## src/rtl/mme_fifo.sv

```systemverilog
// Small synchronous FIFO used for the command and result queues.
`default_nettype none

module mme_fifo #(
    parameter int WIDTH = 8,
    parameter int DEPTH = 2
) (
    input  wire logic             clk,
    input  wire logic             rst_n,
    input  wire logic             wr_en,
    input  wire logic [WIDTH-1:0] wr_data,
    output logic                  full,
    input  wire logic             rd_en,
    output logic [WIDTH-1:0]      rd_data,
    output logic                  empty
);

    localparam int PW = (DEPTH > 1) ? $clog2(DEPTH) : 1;
    localparam int CW = $clog2(DEPTH + 1);

    logic [WIDTH-1:0] data_reg [DEPTH];
    logic [PW-1:0]    wr_ptr_reg, wr_ptr_next;
    logic [PW-1:0]    rd_ptr_reg, rd_ptr_next;
    logic [CW-1:0]    count_reg, count_next;
    logic             do_wr, do_rd;

    assign empty   = (count_reg == '0);
    assign full    = (count_reg == CW'(DEPTH));
    assign do_wr   = wr_en && !full;
    assign do_rd   = rd_en && !empty;
    assign rd_data = data_reg[rd_ptr_reg];

    always_comb
    begin
        wr_ptr_next = wr_ptr_reg;
        rd_ptr_next = rd_ptr_reg;
        count_next  = count_reg;
        if (do_wr)
        begin
            wr_ptr_next = (wr_ptr_reg == PW'(DEPTH - 1)) ? '0 : wr_ptr_reg + 1'b1;
        end
        if (do_rd)
        begin
            rd_ptr_next = (rd_ptr_reg == PW'(DEPTH - 1)) ? '0 : rd_ptr_reg + 1'b1;
        end
        if (do_wr && !do_rd)
        begin
            count_next = count_reg + 1'b1;
        end
        else if (do_rd && !do_wr)
        begin
            count_next = count_reg - 1'b1;
        end
    end

    always_ff @(posedge clk or negedge rst_n)
    begin
        if (!rst_n)
        begin
            wr_ptr_reg <= '0;
            rd_ptr_reg <= '0;
            count_reg  <= '0;
        end
        else
        begin
            wr_ptr_reg <= wr_ptr_next;
            rd_ptr_reg <= rd_ptr_next;
            count_reg  <= count_next;
        end
    end

    always_ff @(posedge clk)
    begin
        if (do_wr)
        begin
            data_reg[wr_ptr_reg] <= wr_data;
        end
    end

endmodule

`default_nettype wire

```

## config.mk

```make
export PLATFORM = sky130hd
export DESIGN_NAME = mme_fifo
export DESIGN_NICKNAME = d
export VERILOG_FILES = /design/src/rtl/mme_fifo.sv
export SDC_FILE = /design/constraint.sdc
export NUM_CORES = 1
export LEC_CHECK = 0
export CAP_MARGIN = 20
export CORE_AREA = 2 2 39 41
export DETAILED_ROUTE_END_ITERATION = 10
export DIE_AREA = 0 0 41 43
export DONT_BUFFER_PORTS = 1
export PLACE_DENSITY = 0.74
export SYNTH_ARGS = -nofsm -noshare
export SYNTH_HDL_FRONTEND = slang
export SYNTH_SLANG_ARGS = --single-unit
```

## constraint.sdc

```tcl
create_clock -name clk -period 4.4 [get_ports clk]
set_clock_uncertainty 0.2 [all_clocks]
set_input_delay 0.88 -clock clk [delete_from_list [all_inputs] [get_ports clk]]
set_output_delay 0.88 -clock clk [all_outputs]
set_load 0.05 [all_outputs]
```

# Word level (Yosys, flattened, before mapping)
# Memories as Yosys holds them, arrays and structs flattened.
# Cells that the tools add are included.
# Widths: inputs -> output; s select.
# totals
ff_bits,4
latch_bits,0
ramBits,16
romBits,0
inputBits,12
out_inout_bits,10
memories,1
# classes
addsub,4
n_mul,0
div_mod_pow,0
n_lt_le_gt_ge,0
n_eq_ne,1
n_shift,0
n_mux,6
n_bitwise,0
reduce_logical,10
# mem_list
memory,words,word_bits,rd,rd_ports_with_merged_regs,wr,line,text
data_reg,2,8,1,0,1,21,logic [WIDTH-1:0] data_reg [DEPTH];
# ops
operator,count
$logic_and 1x1->1,4
$logic_not 1->1,4
$mux 1,4
$mux 2,2
$add 1x1->1 const B,2
$add 2x1->2 const B,1
$eq 2x2->1 const B,1
$logic_not 2->1,1
$reduce_bool 2->1,1
$sub 2x1->2 const B,1

# Depth between registers and ports, before layout
# depth
ltp_word,7
depth_mapped,7
depth_no_buf,7

# Least setup slack after synthesis
# OpenSTA, ideal clock, no wires.
# synth_path
kind,reg-to-output
startpoint,register count_reg[0]
endpoint,output port empty
arrival_ps,1081
setup_slack_ps,2239
path_stages_with_launch,2
n_path_buf,0
cell_sequence,dfrtp_1 -> nor2_1
# synth_via
elab_chain_cells,1
# synth_rtl
element,line,text
"start, declared",24,"logic [CW-1:0] count_reg, count_next;"
"start signal, assigned",68,count_reg <= count_next;
$logic_not 2->1,27,assign empty = (count_reg == '0);
"end, declared",15,output logic empty
# Every way passes these cells.

# Worst setup path after layout
# layout_path
startpoint,register rd_ptr_reg
endpoint,output port rd_data[3]
# layout_via
elab_chain_cells,1
# layout_rtl
element,line,text
"start, declared",23,"logic [PW-1:0] rd_ptr_reg, rd_ptr_next;"
"start signal, assigned",67,rd_ptr_reg <= rd_ptr_next;
$mem_v2 2x8,-,
"end, declared",14,"output logic [WIDTH-1:0] rd_data,"
# Every way passes these cells.

==> flow_metrics.env <==
export IMPL_areaGrowthSynthToFinish_pct=6.62
export IMPL_boundaryPins=22
export IMPL_finalSetupViolCount=0
export IMPL_drt_initial_drc_count=3
export IMPL_ys_seq_elements=20
export IMPL_fin_crit_ns=2.51
export IMPL_post_dp_hpwl_microns=729
export IMPL_cp_start_kind="flop"
export IMPL_clockBufferDepth=2
export IMPL_slew_violations=0
export IMPL_die_h_microns=43
export IMPL_post_drt_wl_per_cell_microns=14.8
export IMPL_worstHoldPathType="input pin to async pin"
export IMPL_post_cts_buffers=0
export IMPL_whs_ns=0.0805
export IMPL_fin_crit_sh_pct=57.0
export IMPL_post_dp_cell_area_sq_um=790
export IMPL_crit_arrival_ns=1.43
export IMPL_path_delay_family="flip-flops"
export IMPL_layout_drive_gt1_share_pct=12.8
export IMPL_antennaDiodeCount=0
export IMPL_nets=61
export IMPL_start_util_pct=56.0
export IMPL_vias=340
export IMPL_critical_path_max_stage_delay_ns=0.57
export IMPL_fillers=107
export IMPL_relSlewSlack_pct=41.8
export IMPL_insertion_delay_ns=0.28
export IMPL_syn_avg_cell_area_sq_um=17.6
export IMPL_design_area_sq_um=826
export IMPL_drt_wl_total_microns=935
export IMPL_grt_antenna_before_repair=0
export IMPL_grt_util_all_layers_pct=13.7
export IMPL_cts_tree="built"
export IMPL_fmax_ghz=0.399
export IMPL_die_area_sq_um=1760
export IMPL_clkTransAtPathRegs_ns=0.10
export IMPL_maxCapViolations=0
export IMPL_post_route_drc_count=0
export IMPL_crit_fanout=9
export IMPL_cts_sinks=20
export IMPL_netlist_instances=44
export IMPL_ctsRootBufferMaster="clkbuf_4"
export IMPL_hold_viol=0
export IMPL_dr_pass1_iters=4
export IMPL_critPathSlowestCell="dfrtp_1"
export IMPL_crit_chain="mux2_1"
export IMPL_core_area_sq_um=1380
export IMPL_grt_pass1_wl_microns=1520
export IMPL_ys_types=14
export IMPL_grt_ovfl_total=0
export IMPL_syn_area_sq_um=774
export IMPL_synth_fp_nets=57
export IMPL_yosysWarnings=0
export IMPL_die_w_microns=41
export IMPL_rows=14
export IMPL_grt_pass1_vias=357
export IMPL_tns_ns=0
export IMPL_gp_congestion=0.592
export IMPL_worst_pin_slew_ns=0.870
export IMPL_required_ns=3.32
export IMPL_drtAntennaViolNets=0
export IMPL_largest_reg_flops=16
export IMPL_critical_path_class="flop to primary output"
export IMPL_status="complete, no violations"
export IMPL_cts_repair_resized=0
export IMPL_cts_hold_buf=0
export IMPL_critPathBufInv=0
export IMPL_cts_made_buffers=3
export IMPL_worstSetupEndpointType="primary output"
export IMPL_cts_max_level=1
export IMPL_ys_seq_area_share_pct=75.0
export IMPL_via_per_inst=5.40
export IMPL_rsz0062_at_grt="false"
export IMPL_portBuffers=0
export IMPL_grt_max_degree=12
placed cells by master, fill, tap and decap left out, drive strengths merged:
master / count
and3: 1
nand2: 1
xor2: 2
clkbuf: 4
ha: 1
o21ai: 1
nor2: 3
dfrtp: 4
inv: 2
xnor2: 3
edfxtp: 16
nand2b: 1
mux2: 8
worst paths after layout:
path	slack [ns]	to	cells past startpoint	start
hold / removal	0.08	wr_ptr_reg	0	rst_n
max in group asynchronous	3.85	rd_ptr_reg	0	rst_n
setup / recovery	1.89	rd_data[3]	1	rd_ptr_reg
setup reg to reg	2.61	data_reg[0][5]	3	count_reg[0]
hold reg to reg	0.30	wr_ptr_reg	1	wr_ptr_reg
min in group clk	0.30	wr_ptr_reg	1	wr_ptr_reg
metrics by stage:
stage	std cells	utilization, %	worst slack [ns]
finish	63	59.7	1.89
global route	63	59.7	1.82
CTS	63	59.7	1.87
detailed placement	59	57.1	2.19
global placement	59	57.1	2.19
floorplan	44	-	2.24
synth_stat cells:
cell / number / area (sq um)
ha_1: 1 / 12.5
xor2_1: 2 / 17.5
edfxtp_1: 16 / 480
nor2_1: 3 / 11.3
xnor2_1: 3 / 26.3
and3_1: 1 / 6.26
dfrtp_1: 4 / 100
inv_1: 2 / 7.51
nand2_2: 1 / 6.26
mux2_1: 7 / 78.8
mux2_2: 1 / 11.3
nand2b_1: 1 / 6.26
o21ai_1: 1 / 5.00
buf_2: 1 / 5.00
per-layer routing:
layer,track usage (%),share of wire (%)
met1,14.3,31
met2,24.4,60
met3,4.19,8.7
met4,4.00,0
met5,0,0
cell type report:
cell class	count	area, sq um	area share, %
tap	16	20.0	2.42
sequential	20	581	70.3
inverter	2	7.51	0.909
clock buffer	4	36.3	4.39
multi-input combinational	21	181	22.0
cell families (layout without fill, tap and decap cells):
family	after synthesis	count (layout)	share of synthesized area, %
multiplexers	8	8	11.6
AO/OA/AOI/OAI	1	1	0.646
XOR/XNOR	5	5	5.66
buffers and inverters	3	6	1.62
flip-flops	20	20	75.0
adder cells (fa/ha/maj)	1	1	1.62
AND/OR/NAND/NOR	6	6	3.88
Power is left out: the tool's default activity adds up to more than one toggle a clock period on the data nets, which glitch-free logic cannot reach.
