==> config.mk <==
export PLATFORM = sky130hd
export DESIGN_NAME = mme_front
export DESIGN_NICKNAME = d
export VERILOG_FILES = /design/src/rtl/mme_pkg.sv /design/src/rtl/mme_front.sv
export SDC_FILE = /design/constraint.sdc
export NUM_CORES = 1
export LEC_CHECK = 0
export ABC_AREA = 1
export BUFFER_PORTS_ARGS = -buffer_cell sky130_fd_sc_hd__clkbuf_2
export CORE_AREA = 3 3 62 64
export DETAILED_ROUTE_END_ITERATION = 10
export DIE_AREA = 0 0 65 67
export PLACE_DENSITY = 0.72
export SETUP_SLACK_MARGIN = 0.4
export SYNTH_ARGS = -nofsm -noshare
export SYNTH_HDL_FRONTEND = slang
export SYNTH_SLANG_ARGS = --single-unit
==> constraint.sdc <==
create_clock -name clk -period 2.31 [get_ports clk]
set_input_delay 0.462 -clock clk [delete_from_list [all_inputs] [get_ports clk]]
set_output_delay 0.462 -clock clk [all_outputs]
set_load 0.01 [all_outputs]
==> src/rtl/mme_pkg.sv <==
// Shared types, codes and sizes of the matrix multiply engine.
`default_nettype none

package mme_pkg;

    // Default largest matrix dimension (entries per store: MAX_DIM * MAX_DIM)
    localparam int MAX_DIM_DEF = 16;

    // Depths of the command and result queues
    localparam int CMD_DEPTH = 4;
    localparam int RES_DEPTH = 2;

    // Field widths fixed by the interface
    localparam int OP_W   = 2;
    localparam int IDX_W  = 4;
    localparam int ELEM_W = 16;
    localparam int SIZE_W = 5;
    localparam int PROD_W = 2 * ELEM_W;
    localparam int DOT_W  = 36;
    localparam int CFG_IDX_W = 2;

    // Operation codes on the input side
    localparam logic [OP_W-1:0] OP_WR_A = 2'd0;
    localparam logic [OP_W-1:0] OP_WR_B = 2'd1;
    localparam logic [OP_W-1:0] OP_DOT  = 2'd2;
    localparam logic [OP_W-1:0] OP_NONE = 2'd3;

    // Command kinds between front and back
    localparam logic [1:0] CMD_WR_A = 2'd0;
    localparam logic [1:0] CMD_WR_B = 2'd1;
    localparam logic [1:0] CMD_DOT  = 2'd2;
    localparam logic [1:0] CMD_ERR  = 2'd3;

    // Configuration register indexes
    localparam logic [CFG_IDX_W-1:0] CFG_ROWS_A = 2'd0;
    localparam logic [CFG_IDX_W-1:0] CFG_INNER  = 2'd1;
    localparam logic [CFG_IDX_W-1:0] CFG_COLS_B = 2'd2;

    localparam logic [SIZE_W-1:0] SIZE_RESET = 5'd16;

    typedef struct packed {
        logic [1:0]               kind;
        logic [IDX_W-1:0]         row;
        logic [IDX_W-1:0]         col;
        logic signed [ELEM_W-1:0] value;
        logic [SIZE_W-1:0]        k;      // effective inner size, for a dot command
    } cmd_t;

    typedef struct packed {
        logic signed [DOT_W-1:0] dot;
        logic                    err;
    } res_t;

endpackage

`default_nettype wire

==> src/rtl/mme_front.sv <==
// Front end: size registers, operation decode and index range checks.
`default_nettype none

module mme_front #(
    parameter int MAX_DIM = mme_pkg::MAX_DIM_DEF
) (
    input  wire logic                                clk,
    input  wire logic                                rst_n,
    input  wire logic                                cfg_valid,
    output logic                                     cfg_ready,
    input  wire logic [mme_pkg::CFG_IDX_W-1:0]       cfg_index,
    input  wire logic [mme_pkg::SIZE_W-1:0]          cfg_data,
    input  wire logic                                push,
    output logic                                     full,
    input  wire logic [mme_pkg::OP_W-1:0]            operation,
    input  wire logic [mme_pkg::IDX_W-1:0]           row,
    input  wire logic [mme_pkg::IDX_W-1:0]           col,
    input  wire logic signed [mme_pkg::ELEM_W-1:0]   element_value,
    input  wire logic                                cmd_full,
    output logic                                     cmd_push,
    output mme_pkg::cmd_t                            cmd
);

    logic [mme_pkg::SIZE_W-1:0] rows_a_reg, inner_reg, cols_b_reg;
    logic [mme_pkg::SIZE_W-1:0] eff_m, eff_k, eff_n;
    logic [mme_pkg::SIZE_W-1:0] row_x, col_x;
    logic                       bad;
    logic                       cfg_wr;

    assign cfg_ready = 1'b1;
    assign cfg_wr    = cfg_valid && cfg_ready;
    assign full      = cmd_full;

    // Sizes above the store dimension act as the store dimension
    assign eff_m = (int'(rows_a_reg) > MAX_DIM) ? mme_pkg::SIZE_W'(MAX_DIM) : rows_a_reg;
    assign eff_k = (int'(inner_reg)  > MAX_DIM) ? mme_pkg::SIZE_W'(MAX_DIM) : inner_reg;
    assign eff_n = (int'(cols_b_reg) > MAX_DIM) ? mme_pkg::SIZE_W'(MAX_DIM) : cols_b_reg;

    assign row_x = {1'b0, row};
    assign col_x = {1'b0, col};

    always_comb
    begin
        case (operation)
            mme_pkg::OP_WR_A: bad = (row_x >= eff_m) || (col_x >= eff_k);
            mme_pkg::OP_WR_B: bad = (row_x >= eff_k) || (col_x >= eff_n);
            mme_pkg::OP_DOT:  bad = (row_x >= eff_m) || (col_x >= eff_n);
            default:          bad = 1'b0;
        endcase
    end

    always_comb
    begin
        cmd.row   = row;
        cmd.col   = col;
        cmd.value = element_value;
        cmd.k     = eff_k;
        case (operation)
            mme_pkg::OP_WR_A: cmd.kind = mme_pkg::CMD_WR_A;
            mme_pkg::OP_WR_B: cmd.kind = mme_pkg::CMD_WR_B;
            default:          cmd.kind = mme_pkg::CMD_DOT;
        endcase
        if (bad)
        begin
            cmd.kind = mme_pkg::CMD_ERR;
        end
    end

    // Unused operation code is dropped here
    assign cmd_push = push && !cmd_full && (operation != mme_pkg::OP_NONE);

    always_ff @(posedge clk or negedge rst_n)
    begin
        if (!rst_n)
        begin
            rows_a_reg <= mme_pkg::SIZE_RESET;
            inner_reg  <= mme_pkg::SIZE_RESET;
            cols_b_reg <= mme_pkg::SIZE_RESET;
        end
        else if (cfg_wr)
        begin
            case (cfg_index)
                mme_pkg::CFG_ROWS_A: rows_a_reg <= cfg_data;
                mme_pkg::CFG_INNER:  inner_reg  <= cfg_data;
                mme_pkg::CFG_COLS_B: cols_b_reg <= cfg_data;
                default:             ;
            endcase
        end
    end

endmodule

`default_nettype wire

# After elaboration in Yosys (flattened, before gate mapping)
# Cells that the tools add are included.
# word_totals
regBits	15
latchBits	0
ram_bits	0
romBits	0
inputBits	38
out_inout_bits	34
wordCells	32
memories	0
# op_classes
n_addsub	0
mul	0
div_mod_pow	0
order_cmp	7
eq_ne	5
shift	0
n_mux	6
bitwise	0
n_reduce_logical	11
# ops
op	count
greater-or-equal comparator 4 x 5 -> 1 bit	4
greater-than comparator 5 bit, second input constant	3
two-way mux 5 bit	3
AND reduction 2 bit	3
== test 2 x 1 -> 1 bit, second input constant	2
== test 2 bit, second input constant	2
logical NOT 2 bit	2
one-hot mux 2 bit (2 select lines)	1
logical OR 1 bit	3
one-hot mux 1 bit (3 select lines)	1
logical AND 1 bit	2
two-way mux 2 bit	1
inequality test 2 bit, second input constant	1
logical NOT 1 bit	1

# Depth between registers and ports, before layout
# logic_depth
ltp_word	6
depth_mapped	15
mapped_depth_nobuf	15

# Worst setup path after synthesis
# OpenSTA, ideal clock, no wires.
# synth_timing
path_type	reg-to-output
from	register inner_reg[2] (netlist name)
to	output port cmd[30] (netlist name)
t_arrival_ps	1640
required_ps	1848
slack_ps	208
path_stages_with_launch	13
n_path_buf	0
cell_sequence	dfrtp_1 -> nor2_1 -> nand3_1 -> a21oi_1 -> ha_1 -> inv_1 -> a21boi_0 -> a21oi_2 -> nand2_1 -> nand2_1 -> nand2_1 -> nand2_1 -> nand2_1
# synth_rtl
element	line_no	source
start, declared	mme_front.sv:24	logic [mme_pkg::SIZE_W-1:0] rows_a_reg, inner_reg, cols_b_reg;
start signal, assigned	mme_front.sv:77	inner_reg <= mme_pkg::SIZE_RESET;
start signal, assigned	mme_front.sv:84	mme_pkg::CFG_INNER: inner_reg <= cfg_data;
end, declared	mme_front.sv:21	output mme_pkg::cmd_t cmd

==> flow_summary_export.csv <==
group,metric,value,unit
outcome,status,"finished with violations",
outcome,violations,"negative setup slack",
route,route.detailed.drc,0,
yosys,synth_cell_type_count,20,
placement,routabilityCongestion,0.780,
finish,fillers,358,
die,coreArea,3340,um^2
global_route,grt_max_degree,16,
critical_path,endpoint_kind,"primary output",
yosys,synthSimpleGateAreaFrac,21.5,%
critical_path,reg2regPathDepth,3,
finish,diodes,0,
placement,dp_hpwl,2.21,mm
sta,setup_violations,2,
critical_path,slowest_stage,"dfrtp_1",
yosys,synth.avg_cell_area,7.04,um^2
yosys,async_reset_ff_share,100,%
yosys,synth_compound_area_share,10.9,%
min_path,hp-class,"primary input to async pin",
sta,finalClockSkew,0,ns
global_route,grt_use_met3,2.87,%
sta,min_period,2.55,ns
cts,cts_buffers,3,
placement,dp.cells,251,
cts,cts_hold_buf,0,
cts,cts.clk_slew.worst_paths,0.09,ns
global_route,grt_antenna_before_repair,0,
finish,fin_cells,263,
finish,multi_input_area,708,um^2
sta,hold_violations,0,
critical_path,r2r-end,"inner_reg[4]",
global_route,top_usage_layer,"met2",
finish,fin_area,1580,um^2
sta,fin_crit_sh,111,%
die,rows,21,
global_route,grt_pass1_vias,1046,
yosys,synth_top_family_by_area,"buffers and inverters",
sta,fin_ws,-0.243,ns
global_route,met2_usage,22.3,%
pwr,peakVddDrop,304,uV
global_route,grt_util_all_layers,13.2,%
pwr,intPower,0.000582,W
critical_path,critPathMostFrequentCell,"nand2_1",
critical_path,path_class,"register to primary output",
yosys,yosys.area.top_type_share,22.3,%
pwr,power_leakage,0.907,nW
finish,fin_util,47.3,%
critical_path,worst_ep_required_time,1.85,ns
pwr,pwr-share-seq,36.8,%
cts,h-tree-depth,1,
route,routed_wl,2.83,mm
cts,clockRootBuffer,"clkbuf_4",
critical_path,path_max_fanout,3,
placement,pre_cts_ws,0.0158,ns
cts,clk_path_buf_depth,2,
global_route,overflow,0,
yosys,synthFlopType,"dfrtp_1",
critical_path,cp_cell_sequence,"nor3_2 > a21oi_2 > inv_2 > nand2_1 > ha_1 > nand2_1 > inv_1 > o21ai_2 > nand3b_1 > nand2_1 > nand2_1 > nand2_2 > nand2_1 > buf_2",
yosys,synth_edf_count,0,
yosys,synth_cells,191,
pwr,share_comb_of_total_power,47.2,%
die,initial_utilization,40.3,%
sta,rsz0062_at_grt,"yes",
critical_path,critPathTopFamily,"simple AND/OR/NAND/NOR gates",
sta,fmax,392,MHz
pwr,swShare,38.4,%
cts,cts_sinks,15,
finish,fin_nets,272,
global_route,grt_pass1_wl,4.53,mm
yosys,syn_nets,245,
critical_path,timing.critical_path.buf_inv,3,
cts,tritoncts,"done",
route,drtIter0Drc,50,
yosys,synthXorXnorAreaFrac,0,%
sta,whs,0.0637,ns
critical_path,start_kind,"register",
yosys,synth-adder-area-share,14.9,%
placement,port_buffers,38,
yosys,synth_seq_cells,15,
pwr,switchingPower,0.000363,W
yosys,yosys.area.top_type,"dfrtp_1",
global_route,grt_use_met1,16.5,%
yosys,synthMuxAreaShare,0,%
route,ant_nets,0,
die,dieHeight,67,um
yosys,synth_warnings,0,
pwr,p_per_area,599,nW/um^2
cts,worstSkewPairLatency,0.29,ns
placement,placed_area,1420,um^2
finish,area_growth,17.3,%
critical_path,arrival,2.09,ns
critical_path,r2r-start,"inner_reg[4]",
finish,seqCellArea,379,um^2
critical_path,r2r_slack,1.37,ns
route,avgViaCountPerCell,4.49,
finish,drive_gt1_share,36.4,%
pwr,clkPwrFrac,16.1,%
die,dieArea,4360,um^2
sta,drv_slew,0,
yosys,ys_seq_area_share,28.2,%
die,die_x,65,um
yosys,synth_common_cells,"47 x nand2_1, 33 x inv_1, 26 x buf_4",
run,cap_viol_max_count,0,
die,ios,72,
route,drtPass1Iterations,4,
route,dr_total_vias,1181,
yosys,syn_area,1350,um^2
route,wire_per_inst,10.8,um
yosys,synth.most_common_cell,"nand2_1",
critical_path,slowest_delay,0.39,ns
yosys,synthTopCellsByArea,"dfrtp_1 22%, ha_1 15%, buf_4 15%, nand2_1 13%, inv_1 9.2%",
area by class of cell:
type	count	area share (%)
Clock buffer	4	1.67
Tap cell	46	3.65
Timing Repair Buffer	49	17.7
Sequential cell	15	24.0
Multi-Input combinational cell	115	44.9
Inverter	34	8.09
placed cells by master, fill, tap and decap left out, types with 4 or more instances in the layout:
cell type and count:
nand2_1 40, dfrtp_1 12, o21ai_0 16, nand2_2 8, ha_1 15, inv_1 30
inv_2 4, buf_4 11, nand3_1 7, clkbuf_2 36, a21oi_2 6, nor2_1 10
metrics by stage:
| stage | setup TNS (ns) | total power (W) |
|---|---|---|
| 2_1_floorplan | 0 | 0.000627 |
| 3_3_place_gp | 0 | 0.000701 |
| 3_5_place_dp | 0 | 0.000712 |
| 4_1_cts | -0.469 | 0.000892 |
| 5_1_grt | -0.766 | 0.00103 |
| 6_report | -0.475 | 0.000945 |
power by group through the flow:
stage                     Sequential [W]  Clock, W  Combinational, W
after CTS                       0.000346  0.000156          0.000390
after floorplan                 0.000341         0          0.000286
final                           0.000347  0.000152          0.000445
after detailed placement        0.000353         0          0.000359
after global placement          0.000350         0          0.000351
after global routing            0.000352  0.000167          0.000512
routing by layer:
layer	part of all wire, %	wire, um	up-vias
met4	1.7	47	0
met3	5.8	165	5
li1	-	-	631
met5	0	0	-
met1	46	1310	507
met2	46	1310	38
kinds of logic after synthesis:
logic type | after synthesis
simple gates | 71
fa+ha+maj | 16
compound gates | 27
other cells | 1
flops | 15
buf+inv | 61
worst max path at each step:
| stage | endpoint | slack (ns) | start | cells after the start |
|---|---|---|---|---|
| after detailed placement | cmd[30] | 0.02 | rows_a_reg[1] | 14 |
| after global routing | cmd[30] | -0.40 | cols_b_reg[3] | 14 |
| final | cmd[30] | -0.24 | rows_a_reg[2] | 14 |
| after floorplan | cmd[30] | 0.27 | cols_b_reg[1] | 11 |
| after CTS | cmd[30] | -0.24 | cols_b_reg[1] | 14 |
| after global placement | cmd[30] | 0.07 | cols_b_reg[1] | 14 |
timing repair:
| action | in CTS | in global routing |
|---|---|---|
| buffers inserted | 5 | 3 |
| endpoints found under the setup margin | 2 | 2 |
| pin swaps | 2 | 10 |
| resized for setup | 3 | 20 |
| gates cloned | 0 | 0 |
Note: power is estimated with default switching activity, not from simulation.
